File: config.mk
export PLATFORM = sky130hd
export DESIGN_NAME = nss_fifo
export DESIGN_NICKNAME = d
export VERILOG_FILES = /design/src/rtl/nss_fifo.sv
export SDC_FILE = /design/constraint.sdc
export NUM_CORES = 1
export LEC_CHECK = 0
export BUFFER_PORTS_ARGS = -buffer_cell sky130_fd_sc_hd__buf_2
export CAP_MARGIN = 20
export CELL_PAD_IN_SITES_DETAIL_PLACEMENT = 1
export CELL_PAD_IN_SITES_GLOBAL_PLACEMENT = 1
export CORE_ASPECT_RATIO = 1.5
export CORE_MARGIN = 10
export CORE_UTILIZATION = 36
export CTS_CLUSTER_DIAMETER = 150
export CTS_CLUSTER_SIZE = 24
export DETAILED_ROUTE_END_ITERATION = 8
export PLACE_DENSITY_LB_ADDON = 0.1
export SYNTH_ARGS = -nofsm -noshare
export SYNTH_HDL_FRONTEND = slang
export SYNTH_SLANG_ARGS = --single-unit
File: constraint.sdc
create_clock -name clk -period 1.25 [get_ports clk]
set_input_delay 0.0625 -clock clk [delete_from_list [all_inputs] [get_ports clk]]
set_output_delay 0.0625 -clock clk [all_outputs]
set_load 0.05 [all_outputs]
File: src/rtl/nss_fifo.sv
// ============================================================================
// nss_fifo
// Two-entry queue between the classifying front end and the search engine.
// ============================================================================
module nss_fifo #(
    parameter int WIDTH = 8
) (
    input  logic             clk,
    input  logic             rst_n,
    input  logic             in_valid,
    output logic             in_ready,
    input  logic [WIDTH-1:0] in_data,
    output logic             out_valid,
    input  logic             out_ready,
    output logic [WIDTH-1:0] out_data
);

    logic [WIDTH-1:0] mem [2];
    logic             wr_ptr_reg, rd_ptr_reg;
    logic [1:0]       count_reg;
    logic             push, pop;

    assign in_ready  = (count_reg != 2'd2);
    assign out_valid = (count_reg != 2'd0);
    assign push      = in_valid && in_ready;
    assign pop       = out_valid && out_ready;
    assign out_data  = mem[rd_ptr_reg];

    always_ff @(posedge clk or negedge rst_n)
    begin
        if (!rst_n)
        begin
            wr_ptr_reg <= 1'b0;
            rd_ptr_reg <= 1'b0;
            count_reg  <= 2'd0;
        end
        else
        begin
            if (push)
            begin
                wr_ptr_reg <= !wr_ptr_reg;
            end
            if (pop)
            begin
                rd_ptr_reg <= !rd_ptr_reg;
            end
            if (push && !pop)
            begin
                count_reg <= count_reg + 2'd1;
            end
            else if (pop && !push)
            begin
                count_reg <= count_reg - 2'd1;
            end
        end
    end

    always_ff @(posedge clk)
    begin
        if (push)
        begin
            mem[wr_ptr_reg] <= in_data;
        end
    end

endmodule

==> summary.md <==
| Metric | Value |
|---|---|
| Status | `finished, violations left` |
| Failing checks | `setup timing` |
| M1 WL | `642 µm` |
| Worst-Skew Late Latency | `0.31 ns` |
| Total global-route track usage | `8.37%` |
| Slew Limit Fails | `0` |
| Die X | `58.2 µm` |
| 1st-iter DRT viols | `3` |
| Antenna Nets Post-Route | `0` |
| Reg clk slew, reported paths | `0.12 ns` |
| CP max stage cell | `dfrtp_2` |
| Avg Cell Area, Syn | `18.3 µm²` |
| Final setup margin | `-0.158 ns` |
| Seq/Total Area, Yosys | `73.8%` |
| CTS max path bufs | `2` |
| Met2 wire len | `1.03 mm` |
| Routability cong. | `0.634` |
| Final hold viol count | `0` |
| Top layer in use | `met4` |
| Met3 WL | `89 µm` |
| Peak VDD IR | `1440 µV` |
| CTS tree | `yes` |
| Clock power frac | `14.7%` |
| Setup TNS | `-3.11 ns` |
| Switching share of power | `37.9%` |
| Vias | `520` |
| Yosys warnings | `0` |
| DR WL/cell | `16.0 µm` |
| Area of the mapped netlist | `787 µm²` |
| Hpwl dp | `1.19 mm` |
| Initial Utilization | `38.4%` |
| Initial antenna violation count | `0` |
| Crit Path Category | `flop to output port` |
| Largest net degree at the start of global routing | `13` |
| Fmax achieved | `710 MHz` |
| Slew HR | `81.7%` |
| Critical Path Start Type | `flop` |
| Drt via density | `4.64` |
| Final period util | `113%` |
| Max cap viols | `0` |
| Logic pwr share | `56.6%` |
| P_sw | `0.00138 W` |
| Max Clock Skew | `0.00469 ns` |
| Post-synthesis instance total | `43` |
| Vias in the first global route | `629` |
| Drt drc | `0` |
| Die area | `4490 µm²` |
| P_int | `0.00227 W` |
| # IOs | `22` |
| Number of port buffers | `21` |
| Crit end category | `output port` |
| Crit path largest cell delay | `0.45 ns` |
| Grt ovf | `0` |
| Die Height | `77.3 µm` |
| Area Growth Syn to Fin | `67.6%` |
| Cell row count | `20` |
| Worst Max-Slew Pin Slew | `0.273 ns` |
| Layout cells sized above 1 | `65.6%` |
| Sequential Power Share | `28.7%` |
| CTS sink count | `20` |
| Syn Nets | `56` |
| Cts bufs inserted | `3` |
| PD cells | `2770 nW/µm²` |
| Crit path DAT | `1.35 ns` |
| Ant diodes | `0` |
| Area of the core | `2050 µm²` |
| Leak | `0.551 nW` |
| Final setup fails | `27` |
| CP max FO | `4` |
| Synth unique cells | `14` |
| Final Power | `0.00366 W` |
| #FFs+latches synth | `20` |
| Initial DRT Pass Iterations | `2` |
| Worst hold margin | `0.0726 ns` |
| RSZ-0062 raised after global routing | `true` |
| Final wirelength | `1.80 mm` |
| Final nets | `104` |
| Crit path cell chain | `buf_6 -> mux2_4 -> buf_8` |
| First-pass GRT wire length | `2.90 mm` |
| Max FFs per register | `16` |
| CP Data Required Time | `1.19 ns` |
| Tmin final | `1.41 ns` |
| Hold Crit Class | `input port to asynchronous set/reset pin` |
| CTS H-Tree Depth | `1` |
| CTS Root Cell | `clkbuf_4` |
[cells by family (layout without fill, tap and decap cells)]
group / count (synthesis) / in the layout / synth area share (%)
and+or+nand+nor: 7 / 7 / 6.52
adders and majority gates: 1 / 1 / 1.59
xor gates and xnor gates: 5 / 5 / 5.57
DFF: 20 / 20 / 73.8
buffers and inverters: 2 / 49 / 1.11
muxes: 8 / 8 / 11.4
[layout make-up]
type                    count  area, µm²
clock buffers               3       22.5
clock inverters             1       30.0
fillers                   196        733
inverters                   1       3.75
multi-input cells          21        255
flip-flops and latches     20        582
well taps                  22       27.5
repair buffers             44        398
[critical path: cells and delay by family, from the launching register on]
kind	cells	cell delay, ns
DFF	1	0.45
muxes	1	0.30
buffers and inverters	2	0.29
[stage by stage]
stage          instance area (µm²)  utilization [%]  instances  setup slack [ns]
6_report                      1320             64.3        112            -0.158
5_1_grt                       1320             64.3        112            -0.195
4_1_cts                       1260             61.2        109            -0.153
3_5_place_dp                   986             48.0         89           -0.0915
3_3_place_gp                   986             48.0         89           -0.0623
2_1_floorplan                  816                -         43            -0.156
[cells in the final DEF (no fill, tap or decap)]
| cell | instances |
|---|---|
| xor2_2 | 1 |
| or2_4 | 1 |
| clkbuf_4 | 3 |
| buf_12 | 1 |
| mux2_4 | 2 |
| xor2_1 | 1 |
| buf_8 | 3 |
| dfrtp_2 | 1 |
| dlygate4sd3_1 | 9 |
| nor2_4 | 1 |
| nand2b_4 | 1 |
| xnor2_1 | 2 |
| xnor2_2 | 1 |
| and3_4 | 1 |
| bufinv_16 | 1 |
| nand2_4 | 2 |
| nor2_2 | 1 |
| inv_2 | 1 |
| mux2_2 | 6 |
| ha_4 | 1 |
| edfxtp_1 | 16 |
| buf_4 | 10 |
| dfrtp_1 | 3 |
| buf_6 | 10 |
| buf_2 | 11 |
[final timing paths]
path | startpoint | end | slack [ns] | cells past startpoint
min in group clk | out_ready | rd_ptr_reg$_DFFE_PN0P_ | 0.13 | 4
min | rst_n | wr_ptr_reg$_DFFE_PN0P_ | 0.07 | 2
min reg2reg | wr_ptr_reg$_DFFE_PN0P_ | wr_ptr_reg$_DFFE_PN0P_ | 0.61 | 1
max | rd_ptr_reg$_DFFE_PN0P_ | out_data[6] | -0.16 | 3
max reg2reg | count_reg[0]$_DFFE_PN0P_ | mem[0][4]$_DFFE_PP_ | -0.15 | 5
max in group asynchronous | rst_n | rd_ptr_reg$_DFFE_PN0P_ | 1.04 | 2
[cell usage after synthesis]
library cell	n	share of area, %
and3_1	1	0.80
ha_1	1	1.6
edfxtp_1	16	61
mux2_2	8	11
inv_1	1	0.48
nor2_1	2	0.95
xor2_1	2	2.2
or2_4	1	1.1
dfrtp_1	4	13
xnor2_1	3	3.3
nand2_4	1	1.4
nand2b_4	1	1.7
buf_2	1	0.64
nand2_1	1	0.48
[power groups by stage]
stage | logic (W) | clock network, W | registers (W)
3_3_place_gp | 0.00138 | 0 | 0.00108
6_report | 0.00207 | 0.000538 | 0.00105
2_1_floorplan | 0.00109 | 0 | 0.00102
5_1_grt | 0.00220 | 0.000571 | 0.00107
4_1_cts | 0.00189 | 0.000547 | 0.00104
3_5_place_dp | 0.00140 | 0 | 0.00109
[layer usage]
| metal | vias up | global-route usage [%] |
|---|---|---|
| met4 | 0 | 4.95 |
| met3 | 4 | 2.47 |
| met5 | - | 0 |
| met2 | 13 | 15.0 |
| met1 | 256 | 7.92 |
| li1 | 247 | - |
[timing repair]
action	4_1_cts	5_1_grt
gates resized for setup	26	9
hold buffers	9	0
endpoints found under the hold margin	20	0
pin swaps	4	5
endpoints found under the setup margin	18	22
buffers inserted	7	4
No activity file was read; power rests on OpenSTA's default activity.
