$ cat src/rtl/nss_pkg.sv
// ============================================================================
// nss_pkg
// Shared types and constants for the nearest segment search block.
// ============================================================================
package nss_pkg;

    localparam int DIST_BITS  = 25;
    localparam int DIR_BITS   = 16;
    localparam int KIND_BITS  = 4;
    localparam int DIR_STEPS  = 15;
    localparam int DIR_SHIFT  = 30;

    localparam logic [DIST_BITS-1:0]       DIST_MAX = '1;
    localparam logic signed [DIR_BITS-1:0] DIR_ONE  = 16'sd16384;

    typedef struct packed {
        logic [KIND_BITS-1:0] kind;
        logic                 has_seg;
        logic                 first;
        logic                 last;
        logic                 perp;
    } item_ctrl_t;

    localparam int CTRL_BITS = $bits(item_ctrl_t);

    typedef enum logic [2:0] {
        ST_IDLE,
        ST_SQUARE,
        ST_ROOT,
        ST_DIRX,
        ST_DIRY,
        ST_DONE
    } back_state_t;

endpackage

$ cat src/rtl/nss_back.sv
// ============================================================================
// nss_back
// Search engine: bit-serial square and square-root quotient per classified
// segment, unit direction of a new best, running minimum and result register.
// ============================================================================
module nss_back #(
    parameter int COORD_BITS = 24
) (
    input  logic clk,
    input  logic rst_n,
    input  logic in_valid,
    output logic in_ready,
    input  logic [4*(2*COORD_BITS+2)+2+nss_pkg::CTRL_BITS-1:0] in_data,
    output logic out_valid,
    input  logic out_ready,
    output logic found,
    output logic [nss_pkg::DIST_BITS-1:0] distance,
    output logic signed [nss_pkg::DIR_BITS-1:0] dir_x,
    output logic signed [nss_pkg::DIR_BITS-1:0] dir_y,
    output logic [nss_pkg::KIND_BITS-1:0] nearest_kind
);

    localparam int MW = 2 * COORD_BITS + 2;
    localparam int WW = 2 * MW + 52;
    localparam int CW = $clog2(MW);
    localparam int DB = nss_pkg::DIST_BITS;
    localparam int RB = nss_pkg::DIR_BITS;

    logic [MW-1:0]       in_root, in_c2, in_vx2, in_vy2;
    logic                in_sx, in_sy;
    nss_pkg::item_ctrl_t in_ctrl;

    nss_pkg::back_state_t state_reg, state_next;
    logic [CW-1:0]   cnt_reg, cnt_next;
    logic [WW-1:0]   num_reg, num_next;
    logic [WW-1:0]   a_reg, a_next, b_reg, b_next;
    logic [WW-1:0]   bs_reg, bs_next, ls_reg, ls_next, lb_reg, lb_next;
    logic [WW-1:0]   mc_reg, mc_next;
    logic [MW-1:0]   mr_reg, mr_next;
    logic [DB-1:0]   res_reg, res_next;
    logic [DB-1:0]   d_reg, d_next;
    logic signed [RB-1:0] dx_reg, dx_next, dy_reg, dy_next;
    logic            upd_reg, upd_next;
    logic [MW-1:0]   c2_reg, c2_next, vx2_reg, vx2_next, vy2_reg, vy2_next;
    logic            sx_reg, sx_next, sy_reg, sy_next;
    nss_pkg::item_ctrl_t ctrl_reg, ctrl_next;

    logic [DB-1:0]   best_dist_reg, best_dist_next;
    logic signed [RB-1:0] best_dx_reg, best_dx_next, best_dy_reg, best_dy_next;
    logic [nss_pkg::KIND_BITS-1:0] best_kind_reg, best_kind_next;
    logic            best_found_reg, best_found_next;

    logic            out_valid_reg, out_valid_next;
    logic            out_found_reg, out_found_next;
    logic [DB-1:0]   out_dist_reg, out_dist_next;
    logic signed [RB-1:0] out_dx_reg, out_dx_next, out_dy_reg, out_dy_next;
    logic [nss_pkg::KIND_BITS-1:0] out_kind_reg, out_kind_next;

    logic [WW-1:0]   t1, t2, kval, cand, sq_sum, len2;
    logic            take;
    logic [DB-1:0]   res_step;
    logic signed [RB-1:0] mag_dir;

    assign in_root = in_data[MW-1:0];
    assign in_c2   = in_data[2*MW-1:MW];
    assign in_vx2  = in_data[3*MW-1:2*MW];
    assign in_vy2  = in_data[4*MW-1:3*MW];
    assign in_sx   = in_data[4*MW];
    assign in_sy   = in_data[4*MW+1];
    assign in_ctrl = nss_pkg::item_ctrl_t'(in_data[4*MW+2 +: nss_pkg::CTRL_BITS]);

    assign in_ready = (state_reg == nss_pkg::ST_IDLE);

    assign len2     = WW'(c2_reg);
    assign t2       = a_reg + bs_reg + ls_reg;
    assign t1       = b_reg + lb_reg;
    assign kval     = (t2 << 2) - (t1 << 2) + len2;
    assign cand     = (state_reg == nss_pkg::ST_ROOT) ? t2 : kval;
    assign take     = (cand <= num_reg);
    assign res_step = take ? (res_reg | (DB'(1) << cnt_reg)) : res_reg;
    assign mag_dir  = RB'(res_step[nss_pkg::DIR_STEPS-1:0]);
    assign sq_sum   = mr_reg[0] ? (num_reg + mc_reg) : num_reg;

    always_ff @(posedge clk or negedge rst_n)
    begin
        if (!rst_n)
        begin
            state_reg      <= nss_pkg::ST_IDLE;
            out_valid_reg  <= 1'b0;
            best_dist_reg  <= nss_pkg::DIST_MAX;
            best_dx_reg    <= nss_pkg::DIR_ONE;
            best_dy_reg    <= '0;
            best_kind_reg  <= '0;
            best_found_reg <= 1'b0;
        end
        else
        begin
            state_reg      <= state_next;
            out_valid_reg  <= out_valid_next;
            best_dist_reg  <= best_dist_next;
            best_dx_reg    <= best_dx_next;
            best_dy_reg    <= best_dy_next;
            best_kind_reg  <= best_kind_next;
            best_found_reg <= best_found_next;
        end
    end

    always_ff @(posedge clk)
    begin
        cnt_reg       <= cnt_next;
        num_reg       <= num_next;
        a_reg         <= a_next;
        b_reg         <= b_next;
        bs_reg        <= bs_next;
        ls_reg        <= ls_next;
        lb_reg        <= lb_next;
        mc_reg        <= mc_next;
        mr_reg        <= mr_next;
        res_reg       <= res_next;
        d_reg         <= d_next;
        dx_reg        <= dx_next;
        dy_reg        <= dy_next;
        upd_reg       <= upd_next;
        c2_reg        <= c2_next;
        vx2_reg       <= vx2_next;
        vy2_reg       <= vy2_next;
        sx_reg        <= sx_next;
        sy_reg        <= sy_next;
        ctrl_reg      <= ctrl_next;
        out_found_reg <= out_found_next;
        out_dist_reg  <= out_dist_next;
        out_dx_reg    <= out_dx_next;
        out_dy_reg    <= out_dy_next;
        out_kind_reg  <= out_kind_next;
    end

    always_comb
    begin
        state_next      = state_reg;
        cnt_next        = cnt_reg;
        num_next        = num_reg;
        a_next          = a_reg;
        b_next          = b_reg;
        bs_next         = bs_reg;
        ls_next         = ls_reg;
        lb_next         = lb_reg;
        mc_next         = mc_reg;
        mr_next         = mr_reg;
        res_next        = res_reg;
        d_next          = d_reg;
        dx_next         = dx_reg;
        dy_next         = dy_reg;
        upd_next        = upd_reg;
        c2_next         = c2_reg;
        vx2_next        = vx2_reg;
        vy2_next        = vy2_reg;
        sx_next         = sx_reg;
        sy_next         = sy_reg;
        ctrl_next       = ctrl_reg;
        best_dist_next  = best_dist_reg;
        best_dx_next    = best_dx_reg;
        best_dy_next    = best_dy_reg;
        best_kind_next  = best_kind_reg;
        best_found_next = best_found_reg;
        out_valid_next  = out_valid_reg && !out_ready;
        out_found_next  = out_found_reg;
        out_dist_next   = out_dist_reg;
        out_dx_next     = out_dx_reg;
        out_dy_next     = out_dy_reg;
        out_kind_next   = out_kind_reg;

        case (state_reg)
            nss_pkg::ST_IDLE:
            begin
                if (in_valid && in_ready)
                begin
                    c2_next   = in_c2;
                    vx2_next  = in_vx2;
                    vy2_next  = in_vy2;
                    sx_next   = in_sx;
                    sy_next   = in_sy;
                    ctrl_next = in_ctrl;
                    upd_next  = 1'b0;
                    if (in_ctrl.first)
                    begin
                        best_dist_next  = nss_pkg::DIST_MAX;
                        best_dx_next    = nss_pkg::DIR_ONE;
                        best_dy_next    = '0;
                        best_kind_next  = '0;
                        best_found_next = 1'b0;
                    end
                    if (!in_ctrl.has_seg)
                    begin
                        state_next = nss_pkg::ST_DONE;
                    end
                    else if (in_ctrl.perp)
                    begin
                        num_next   = '0;
                        mc_next    = WW'(in_root);
                        mr_next    = in_root;
                        cnt_next   = CW'(MW - 1);
                        state_next = nss_pkg::ST_SQUARE;
                    end
                    else
                    begin
                        num_next   = WW'(in_root);
                        a_next     = '0;
                        b_next     = '0;
                        bs_next    = '0;
                        lb_next    = '0;
                        ls_next    = WW'(1) << (2 * (DB - 1));
                        res_next   = '0;
                        cnt_next   = CW'(DB - 1);
                        state_next = nss_pkg::ST_ROOT;
                    end
                end
            end

            nss_pkg::ST_SQUARE:
            begin
                num_next = sq_sum;
                mc_next  = mc_reg << 1;
                mr_next  = mr_reg >> 1;
                if (cnt_reg == '0)
                begin
                    a_next     = '0;
                    b_next     = '0;
                    bs_next    = '0;
                    lb_next    = '0;
                    ls_next    = len2 << (2 * (DB - 1));
                    res_next   = '0;
                    cnt_next   = CW'(DB - 1);
                    state_next = nss_pkg::ST_ROOT;
                end
                else
                begin
                    cnt_next = cnt_reg - CW'(1);
                end
            end

            nss_pkg::ST_ROOT, nss_pkg::ST_DIRX, nss_pkg::ST_DIRY:
            begin
                res_next = res_step;
                if (take)
                begin
                    a_next  = t2;
                    b_next  = t1;
                    bs_next = (bs_reg + (ls_reg << 1)) >> 1;
                end
                else
                begin
                    bs_next = bs_reg >> 1;
                end
                ls_next = ls_reg >> 2;
                lb_next = lb_reg >> 1;
                if (cnt_reg != '0)
                begin
                    cnt_next = cnt_reg - CW'(1);
                end
                else
                begin
                    a_next   = '0;
                    b_next   = '0;
                    bs_next  = '0;
                    ls_next  = len2 << (2 * (nss_pkg::DIR_STEPS - 1));
                    lb_next  = len2 << (nss_pkg::DIR_STEPS - 1);
                    res_next = '0;
                    cnt_next = CW'(nss_pkg::DIR_STEPS - 1);
                    case (state_reg)
                        nss_pkg::ST_ROOT:
                        begin
                            d_next   = res_step;
                            upd_next = !best_found_reg || (res_step < best_dist_reg);
                            num_next = WW'(vx2_reg) << nss_pkg::DIR_SHIFT;
                            if (!upd_next)
                            begin
                                state_next = nss_pkg::ST_DONE;
                            end
                            else if (c2_reg == '0)
                            begin
                                dx_next    = '0;
                                dy_next    = '0;
                                state_next = nss_pkg::ST_DONE;
                            end
                            else
                            begin
                                state_next = nss_pkg::ST_DIRX;
                            end
                        end
                        nss_pkg::ST_DIRX:
                        begin
                            dx_next    = sx_reg ? -mag_dir : mag_dir;
                            num_next   = WW'(vy2_reg) << nss_pkg::DIR_SHIFT;
                            state_next = nss_pkg::ST_DIRY;
                        end
                        default:
                        begin
                            dy_next    = sy_reg ? -mag_dir : mag_dir;
                            state_next = nss_pkg::ST_DONE;
                        end
                    endcase
                end
            end

            nss_pkg::ST_DONE:
            begin
                if (ctrl_reg.last && out_valid_reg && !out_ready)
                begin
                    state_next = nss_pkg::ST_DONE;
                end
                else
                begin
                    if (upd_reg)
                    begin
                        best_dist_next  = d_reg;
                        best_dx_next    = dx_reg;
                        best_dy_next    = dy_reg;
                        best_kind_next  = ctrl_reg.kind;
                        best_found_next = 1'b1;
                    end
                    if (ctrl_reg.last)
                    begin
                        out_valid_next = 1'b1;
                        out_found_next = best_found_next;
                        out_dist_next  = best_dist_next;
                        out_dx_next    = best_dx_next;
                        out_dy_next    = best_dy_next;
                        out_kind_next  = best_kind_next;
                    end
                    state_next = nss_pkg::ST_IDLE;
                end
            end

            default:
            begin
                state_next = nss_pkg::ST_IDLE;
            end
        endcase
    end

    assign out_valid    = out_valid_reg;
    assign found        = out_found_reg;
    assign distance     = out_dist_reg;
    assign dir_x        = out_dx_reg;
    assign dir_y        = out_dy_reg;
    assign nearest_kind = out_kind_reg;

endmodule

$ cat config.mk
export PLATFORM = sky130hd
export DESIGN_NAME = nss_back
export DESIGN_NICKNAME = d
export VERILOG_FILES = /design/src/rtl/nss_pkg.sv /design/src/rtl/nss_back.sv
export SDC_FILE = /design/constraint.sdc
export NUM_CORES = 2
export LEC_CHECK = 0
export ABC_CLOCK_PERIOD_IN_PS = 33600
export BUFFER_PORTS_ARGS = -buffer_cell sky130_fd_sc_hd__buf_2
export CAP_MARGIN = 30
export CORE_UTILIZATION = 45
export CTS_BUF_LIST = sky130_fd_sc_hd__clkbuf_4
export CTS_CLUSTER_DIAMETER = 150
export DETAILED_ROUTE_END_ITERATION = 10
export PLACE_DENSITY = 0.7
export SETUP_SLACK_MARGIN = 0.5
export SLEW_MARGIN = 20
export SYNTH_ARGS = -nofsm -noshare
export SYNTH_HDL_FRONTEND = slang
export SYNTH_SLANG_ARGS = --single-unit
$ cat constraint.sdc
create_clock -name clk -period 33.6 [get_ports clk]
set_input_delay 5.04 -clock clk [delete_from_list [all_inputs] [get_ports clk]]
set_output_delay 5.04 -clock clk [all_outputs]
set_load 0.02 [all_outputs]
==> flow_metrics.env <==
export IMPL_whs_ns=0.476
export IMPL_period_share_pct=51.1
export IMPL_post_route_cell_area_um2=113000
export IMPL_drtIter0Drc=9899
export IMPL_cts_buffers=388
export IMPL_seqCellArea_um2=40000
export IMPL_crit_end="dy_reg[5]$_SDFFCE_PP0P_"
export IMPL_nets=12832
export IMPL_setup_viol=0
export IMPL_grt_pass1_wl_um=513000
export IMPL_portBuffers=277
export IMPL_clock_latency_ns=1.51
export IMPL_path_clk_slew_ns=0.07
export IMPL_start_kind="flip-flop"
export IMPL_critPathSlowestCell="a221oi_2"
export IMPL_syn_to_final_growth_pct=8.69
export IMPL_finClkSkew_ns=0.262
export IMPL_antenna_found_initial=9
export IMPL_setup_tns_ns=0
export IMPL_drive_gt1_share_pct=10.2
export IMPL_wl_per_cell_um=23.0
export IMPL_crit_type="flip-flop to flip-flop"
export IMPL_yosysTopAreaCell="edfxtp_1"
export IMPL_vias=89560
export IMPL_synth_nets=12606
export IMPL_ctsResizeCount=0
export IMPL_fmaxAchievable_mhz=58.2
export IMPL_viasPerCell=6.04
export IMPL_cts_sinks=1343
export IMPL_outcome="complete, no violations"
export IMPL_core_area_um2=228000
export IMPL_synth_flop_cell="edfxtp_1"
export IMPL_cp_arrival_ns=18.20
export IMPL_mostFrequentLayoutCell="edfxtp_1"
export IMPL_multi_input_area_um2=59300
export IMPL_drc=0
export IMPL_hpwl_um=264000
export IMPL_synthTopCellsByArea="edfxtp_1, ha_1, a21oi_1, nand2_1, xnor2_1"
export IMPL_synthCells=11306
export IMPL_synth_cell_types=107
export IMPL_cts_tree="built"
export IMPL_grt_max_degree=174
export IMPL_fill_cells=21244
export IMPL_grt_usage_pct=28.7
export IMPL_hold_viol_final=0
export IMPL_critPathMaxFanout=42
export IMPL_die_y_um=482
export IMPL_rr_worst_depth=64
export IMPL_hp_class="flip-flop to flip-flop"
export IMPL_cts_setup_buffers=0
export IMPL_hold_buffers=0
export IMPL_initial_core_util_pct=45.4
export IMPL_syn_avg_cell_area_um2=9.16
export IMPL_final_min_clock_period_ns=17.18
export IMPL_synth_area_um2=104000
export IMPL_dpl_instance_area_um2=108000
export IMPL_synthArstFlopShare_pct=4.91
export IMPL_antenna_left=0
export IMPL_r2r_slack_ns=16.42
export IMPL_tightest_slew_ns=1.17
export IMPL_synth_edf_count=1277
export IMPL_path_common_cell="a21oi_1"
export IMPL_crit_path_end_kind="flip-flop"
export IMPL_ys_warn_count=0
export IMPL_drv_cap=0
export IMPL_cts_max_path_buffers=4
export IMPL_grt_pass1_vias=84643
export IMPL_rsz0062_at_grt="no"
export IMPL_dieArea_um2=232000
export IMPL_drt_pass1_iter_count=9
export IMPL_cts_max_level=5
export IMPL_cts_root_buffer="clkbuf_4"
export IMPL_ys_seq_area_share_pct=38.7
export IMPL_synth_top_area_share_pct=37.0
export IMPL_critPathRequiredTime_ns=34.62
export IMPL_row_count=175
export IMPL_grt_ovfl_total=0
export IMPL_gp_congestion=1.03
export IMPL_wirelength_um=341000
export IMPL_startpoint="bs_reg[1]$_SDFFCE_PN0P_"
export IMPL_fp_dieW_um=482
export IMPL_r2r_start="bs_reg[1]$_SDFFCE_PN0P_"
export IMPL_drv_slew=0
export IMPL_io_pins=278
export IMPL_max_stage_delay_ns=0.70
export IMPL_final_cell_mix="edfxtp_1, nand2_1, a21oi_1"
export IMPL_ys_ff_latch=1343
export IMPL_r2r_end="dy_reg[5]$_SDFFCE_PP0P_"
export IMPL_max_slew_margin_pct=21.4
## synthesized netlist by cell type, types with 33 or more instances
master / count
a211oi_1: 41
a21boi_0: 66
a21o_1: 443
a21oi_1: 1216
a31oi_1: 73
and2_1: 219
and3_1: 144
buf_2: 34
clkbuf_1: 512
dfrtp_1: 40
edfxtp_1: 1277
fa_1: 150
ha_1: 936
inv_1: 579
mux2_2: 39
nand2_1: 1259
nand2b_1: 83
nand3_1: 179
nand4_1: 321
nor2_1: 1078
nor2b_1: 91
nor3_1: 141
nor4_1: 62
o21a_1: 69
o21ai_0: 626
o21ai_1: 35
o21bai_1: 166
o31ai_1: 44
or2_2: 33
or3_1: 38
xnor2_1: 463
xor2_1: 287
## worst max-delay path: cells and delay by family, from the launching register on
family | cells | cell delay [ns]
DFF | 1 | 0.44
adders and majority gates | 7 | 2.42
xor gates and xnor gates | 2 | 0.37
and+or+nand+nor | 16 | 4.78
AOI/OAI and AO/OA | 34 | 7.71
buffers and inverters | 5 | 0.97
## metal layers
metal  vias to the layer above  routed length (um)  share of wire [%]  track usage [%]
li1                      41628                   -                  -                -
met1                     42947              155000                 45             43.0
met2                      4365              138000                 40             40.2
met3                       616               36500                 11             6.03
met4                         4               12100                3.5             10.2
met5                         -                  34              0.010                0
## stage by stage
stage	instances	worst slack (ns)	utilization [%]
CTS	14802	16.46	49.2
global placement	14135	16.59	47.2
detailed placement	14140	16.59	47.2
floorplan	11306	5.32	-
global route	14820	15.45	49.4
finish	14827	16.42	49.4
## final cells by class
| cell class | count | area share (%) |
|---|---|---|
| Clock buffer | 553 | 3.69 |
| Sequential cell | 1343 | 35.6 |
| Antenna cell | 14 | 0.0311 |
| Multi-Input combinational cell | 8814 | 52.7 |
| Timing Repair Buffer | 402 | 2.23 |
| Clock inverter | 109 | 0.454 |
| Tap cell | 3009 | 3.35 |
| Inverter | 583 | 1.94 |
## worst min path at each step
stage | from | end | slack [ns] | cells after the start
finish | best_dy_reg[4]$_DFFE_PN0P_ | best_dy_reg[4]$_DFFE_PN0P_ | 0.48 | 2
detailed placement | best_kind_reg[1]$_DFFE_PN0P_ | best_kind_reg[1]$_DFFE_PN0P_ | 0.47 | 2
floorplan | best_dx_reg[0]$_DFFE_PN0P_ | best_dx_reg[0]$_DFFE_PN0P_ | 0.45 | 2
CTS | best_dx_reg[0]$_DFFE_PN0P_ | best_dx_reg[0]$_DFFE_PN0P_ | 0.48 | 2
global route | best_kind_reg[2]$_DFFE_PN0P_ | best_kind_reg[2]$_DFFE_PN0P_ | 0.50 | 2
global placement | best_kind_reg[3]$_DFFE_PN0P_ | best_kind_reg[3]$_DFFE_PN0P_ | 0.46 | 2
## cell families (layout without fill, tap and decap cells)
logic type      after synthesis  after routing  synth area share [%]
buf+inv                    1149           1647                  4.22
compound gates             3183           3183                  19.2
other cells                   0             14                     0
flops                      1343           1343                  38.7
fa+ha+maj                  1086           1086                  14.2
xor+xnor                    750            750                  6.34
simple gates               3729           3729                  16.7
mux                          66             66                 0.685
Power is not shown: default switching activity piles up to over one toggle a cycle in this logic, so the estimate is an artifact.
